$ cat src/rtl/core/oad_ram.sv
// Generic single-port RAM with registered read.
module oad_ram #(
    parameter int WIDTH = 8,
    parameter int DEPTH = 128
) (
    input  logic                     aclk,
    input  logic                     we,
    input  logic [$clog2(DEPTH)-1:0] addr,
    input  logic [WIDTH-1:0]         wdata,
    output logic [WIDTH-1:0]         rdata
);
    logic [WIDTH-1:0] mem [DEPTH];

    always_ff @(posedge aclk) begin
        if (we) begin
            mem[addr] <= wdata;
        end
        rdata <= mem[addr];
    end
endmodule

$ cat config.mk
export PLATFORM = sky130hd
export DESIGN_NAME = oad_ram
export DESIGN_NICKNAME = d
export VERILOG_FILES = /design/src/rtl/core/oad_ram.sv
export SDC_FILE = /design/constraint.sdc
export NUM_CORES = 1
export LEC_CHECK = 0
export BUFFER_PORTS_ARGS = -buffer_cell sky130_fd_sc_hd__buf_2
export CAP_MARGIN = 15
export CELL_PAD_IN_SITES_DETAIL_PLACEMENT = 0
export CELL_PAD_IN_SITES_GLOBAL_PLACEMENT = 1
export CORE_ASPECT_RATIO = 2
export CORE_UTILIZATION = 54
export DETAILED_ROUTE_END_ITERATION = 7
export PLACE_DENSITY = 0.77
export RECOVER_POWER = 25
export SETUP_SLACK_MARGIN = 0.02
export SLEW_MARGIN = 20
export SYNTH_ARGS = -nofsm -noshare
export SYNTH_HDL_FRONTEND = slang
export SYNTH_SLANG_ARGS = --single-unit
$ cat constraint.sdc
create_clock -name aclk -period 4.3 [get_ports aclk]
set_clock_uncertainty 0.2 [all_clocks]
set_input_delay 0.86 -clock aclk [delete_from_list [all_inputs] [get_ports aclk]]
set_output_delay 0.86 -clock aclk [all_outputs]
set_load 0.05 [all_outputs]
; ---- Yosys cells after proc, flatten, opt, wreduce, memory -nomap -nowiden
; Memory sizes are Yosys's and may differ from the RTL's. A register that Yosys moved wholly into a read port is not among the register bits.
; Cells that the tools add are included.
[word_totals]
mem_count = 1
ramBits = 1024
word_cells = 3
ff_bits = 0
output_inout_bits = 8
latch_bits = 0
in_bits = 17
rom_bits = 0
[op_classes]
shift = 0
multipliers = 0
n_mux = 2
add_sub_neg = 0
n_div = 0
n_lt_le_gt_ge = 0
n_reduce_logical = 0
eq_ne = 0
n_bitwise = 0
[mem_list]
columns = name, depth, word_bits, rd, rd_ports_with_merged_regs, wr, line
row1 = mem, 128, 8, 1, 1, 1, 12  ; logic [WIDTH-1:0] mem [DEPTH];
[ops]
columns = operator, count
row1 = 1-bit two-way mux, 2

; ---- Longest topological paths before layout
[depth]
depth_word = 2
ltp_mapped = 11
ltp_nobuf = 7

; ---- Worst setup path after synthesis
; OpenSTA, ideal clock, no wires.
[synth_timing]
kind = input to register
from = in addr[2]
to = mem mem[72][0], enable pin
t_required_ps = 3705
path_slack_ps = 947
arrival_ps = 2758
setup_time_ps = 395
path_stages = 8
path_buffers = 7
path_cell_list = buf_6 > buf_6 > buf_6 > buf_6 > buf_2 > buf_2 > buf_2 > nor4_1
[synth_rtl]
columns = item, line
row1 = "start, declared", 8  ; input logic [$clog2(DEPTH)-1:0] addr,
row2 = "end, declared", 12
; No word-level cell before the write port.

; ---- Final worst setup path
[layout_timing]
from = in wdata[5]
to = mem mem[66][5] (data pin)
[layout_rtl]
columns = item, line
row1 = "start, declared", 9  ; input logic [WIDTH-1:0] wdata,
; No word-level cell before the write port.

==> summary.md <==
| Metric | Value |
|---|---|
| Root buffer cell | `clkbuf_16` |
| Post-synthesis xor/xnor area fraction | `0%` |
| Die Wd | `195.5 µm` |
| Final slew viol count | `536` |
| DRC violations left | `0` |
| Post-detail-place hpwl | `between 80,000 and 90,000 µm` |
| Largest family of logic cells by synthesized area | `compound AO/OA/AOI/OAI gates` |
| Multi-input logic area | `~8500 µm²` |
| Max cap viols | `8` |
| CTS tree | `built` |
| Max incr delay on CP | `between 2 and 2.5 ns` |
| Setup TNS Final | `0 ns` |
| Mapped Cells | `approximately 2,500` |
| Final Worst Setup Slack | `0.6348 ns` |
| Achievable frequency | `272.8 MHz` |
| R2R depth | `6` |
| Violated checks | `capacitance limit, slew limit` |
| Lkg Pwr | `14.76 nW` |
| Commonest non-fill, non-tap cells in the layout | `1,024 x edfxtp_1, 246 x buf_4, 239 x nor2_1` |
| Setup crit start kind | `input port` |
| Area growth from synthesis to layout | `13.11%` |
| Post-synthesis adder-cell area fraction | `0%` |
| RSZ-0062 raised after global routing | `false` |
| Post-CTS Setup Inserts | `0` |
| DRT antenna net count | `0` |
| Period utilization | `85.24%` |
| Die Ht | `389.0 µm` |
| Minimum clock period | `3.665 ns` |
| CP Buf/Inv Count | `1` |
| Vias in the first global route | `25,347` |
| CP Depth | `1` |
| Synth Area in Compound Gates | `12.53%` |
| Core ar. | `73,920 µm²` |
| Unique cell type count in the Yosys netlist | `66` |
| Most common cell after layout, fill and taps aside | `edfxtp_1` |
| Final Hold Fails | `0` |
| Clk_lat worst skew | `0.66 ns` |
| Top_reg_cell synth | `edfxtp_1` |
| Syn_nets | `2,492` |
| Max clock buf depth | `3` |
| Setup violators final | `0` |
| Total GRT Usage | `33.35%` |
| Final Instance Area | `45,740 µm²` |
| Max VDD drop | `0.4806 mV` |
| First DRT Iteration DRCs | `3,109` |
| Yosys Warn Count | `0` |
| CTS hold repair buffers | `0` |
| Setup crit start | `wdata[5]` |
| Tightest Pin Transition | `3.536 ns` |
| First-pass GRT wire length | `178,900 µm` |
| Register area | `30,910 µm²` |
| CP delay by family, top | `buffers and inverters` |
| Reg-to-Reg Start | `mem[2][0]` |
| Sequential-to-total area share from yosys stat | `76.45%` |
| Vias | `25,303` |
| GR Overflow Total | `0` |
| Clock net sink count | `1,032` |
| Initial Util | `54.70%` |
| Async set-reset flop share out of synthesis | `0%` |
| Global placer's final weighted congestion | `0.9437` |
| EDFF count, synth | `roughly 1,000` |
| Std-Cell Rows | `141` |
| CP required | `4.03 ns` |
| Drt total wl | `between 100,000 and 150,000 µm` |
| Crit path kind | `in2reg` |
| Die area | `76,040 µm²` |
| FF-to-FF setup slack | `approximately 1.6 ns` |
| R2R Path End | `rdata[0]` |
| Port bufs | `24` |
| Drt first pass iters | `6` |
| Routed wire length per instance | `between 30 and 40 µm` |
| Min-Delay Path Class | `in2reg` |
| CTS resizes | `0` |
| Worst slew margin | `-135.8%` |
| Total CTS buffers | `83` |
| Top Ports | `25` |
| CP endpoint | `mem[66][5]` |
| Nature of the critical path endpoint | `flop` |
| FILL cells | `5,265` |
| Initial antenna violation count | `5` |
| Slowest-stage cell, CP | `clkbuf_1` |
| Post-synthesis mux area share | `3.942%` |
| Cells along the critical path | `clkbuf_1` |
| Nets | `around 2,700` |
| P per Cell Area | `444.0 nW/µm²` |
| Simple-Gate Fraction of Synth Area | `4.475%` |
| Cell area after synthesis | `40,430 µm²` |
| DP Worst Slack | `0.3656 ns` |
| Crit Path Max Fanout | `64` |
| Outcome | `complete, but fails checks` |
| Mean post-synth cell area | `16.34 µm²` |
| Critical path arrival | `3.40 ns` |
| Largest net degree at the start of global routing | `around 80` |
| Placed inst area | `between 40,000 and 50,000 µm²` |
| Layout cells sized above 1 | `18.66%` |
| DR vias/cell | `6.927` |
| Worst-path clk slew | `0.07 ns` |
| H-tree depth | `3` |
| Core Util, Final | `between 60% and 70%` |
| Yosys reg bits | `1,032` |
kinds of logic (layout without fill, tap and decap cells):
logic type,count (synthesis),count (layout)
flops,1032,1032
compound gates,680,680
simple gates,427,427
buf+inv,199,447
mux,137,137
other cells,0,1
worst min-delay path by stage:
| stage | start | to | slack [ns] | cells after the start |
|---|---|---|---|---|
| after floorplan | mem[13][3] | rdata[3] | 0.41 | 4 |
| after detailed placement | mem[101][7] | rdata[7] | 0.56 | 4 |
| after CTS | addr[5] | rdata[4] | 0.39 | 2 |
| after global routing | addr[5] | rdata[4] | 0.44 | 2 |
| final | addr[5] | rdata[4] | 0.42 | 2 |
| after global placement | mem[31][7] | rdata[7] | 0.54 | 6 |
per-layer routing:
metal	GRT usage [%]	part of all wire (%)	up-vias
li1	-	-	10422
met5	0	0.039	-
met3	5.972	8.7	456
met2	57.71	51	1646
met4	23.78	8.1	8
met1	36.98	32	12771
power breakdown:
group          internal [mW]  switching (mW)
registers               11.1          0.0306
clock network           4.23            3.52
logic                  0.397            1.02
flip-flops by register name, indices dropped and copies added, names as in the netlist:
register	cells
rdata	8
mem	1024
area by class of cell:
class	count	share of cell area [%]
diodes	1	0.005471
clock buffers	102	4.834
clock inverters	49	1.100
inverters	4	0.03556
multi-input cells	1244	18.60
flip-flops and latches	1032	67.58
well taps	929	2.541
repair buffers	292	5.299
synthesized netlist by cell type (all sizes together), types with 3 or more instances:
master	count	area, µm²
o32ai	3	26.28
a221o	20	200.2
clkbuf	72	270.3
o2bb2ai	4	35.03
a32oi	3	26.28
nor2	241	912.1
a2111oi	3	38.79
nor4	3	18.77
nor3	16	80.08
o221ai	18	163.9
o21ai	81	405.4
o2111ai	3	26.28
and2	7	48.80
o22ai	24	150.1
mux2i	61	610.6
mux2	65	735.7
nand3	17	85.08
nand2b	8	50.05
a211o	3	26.28
o22a	11	96.34
edfxtp	1024	30750
buf	123	768.2
a221oi	223	1972
inv	4	15.01
a22o	41	359.1
a211oi	8	60.06
nor2b	14	102.6
nand4	9	56.30
o311ai	3	26.28
a22oi	74	560.5
nand2	102	382.9
mux4	11	247.7
or3	4	25.02
a21oi	125	625.6
a2bb2oi	4	35.03
o31ai	6	45.04
o211ai	11	82.58
dfxtp	8	160.2
per-stage QoR:
stage                     std cells  total power [mW]  hold WS [ns]
after floorplan                2475             12.02        0.4114
after global placement         3501             12.71        0.5393
after detailed placement       3501             12.73        0.5562
after CTS                      3652             20.30        0.3880
after global routing           3653             20.68        0.4405
final                          3653             20.31        0.4187
Power figures use the tool's default switching activity.
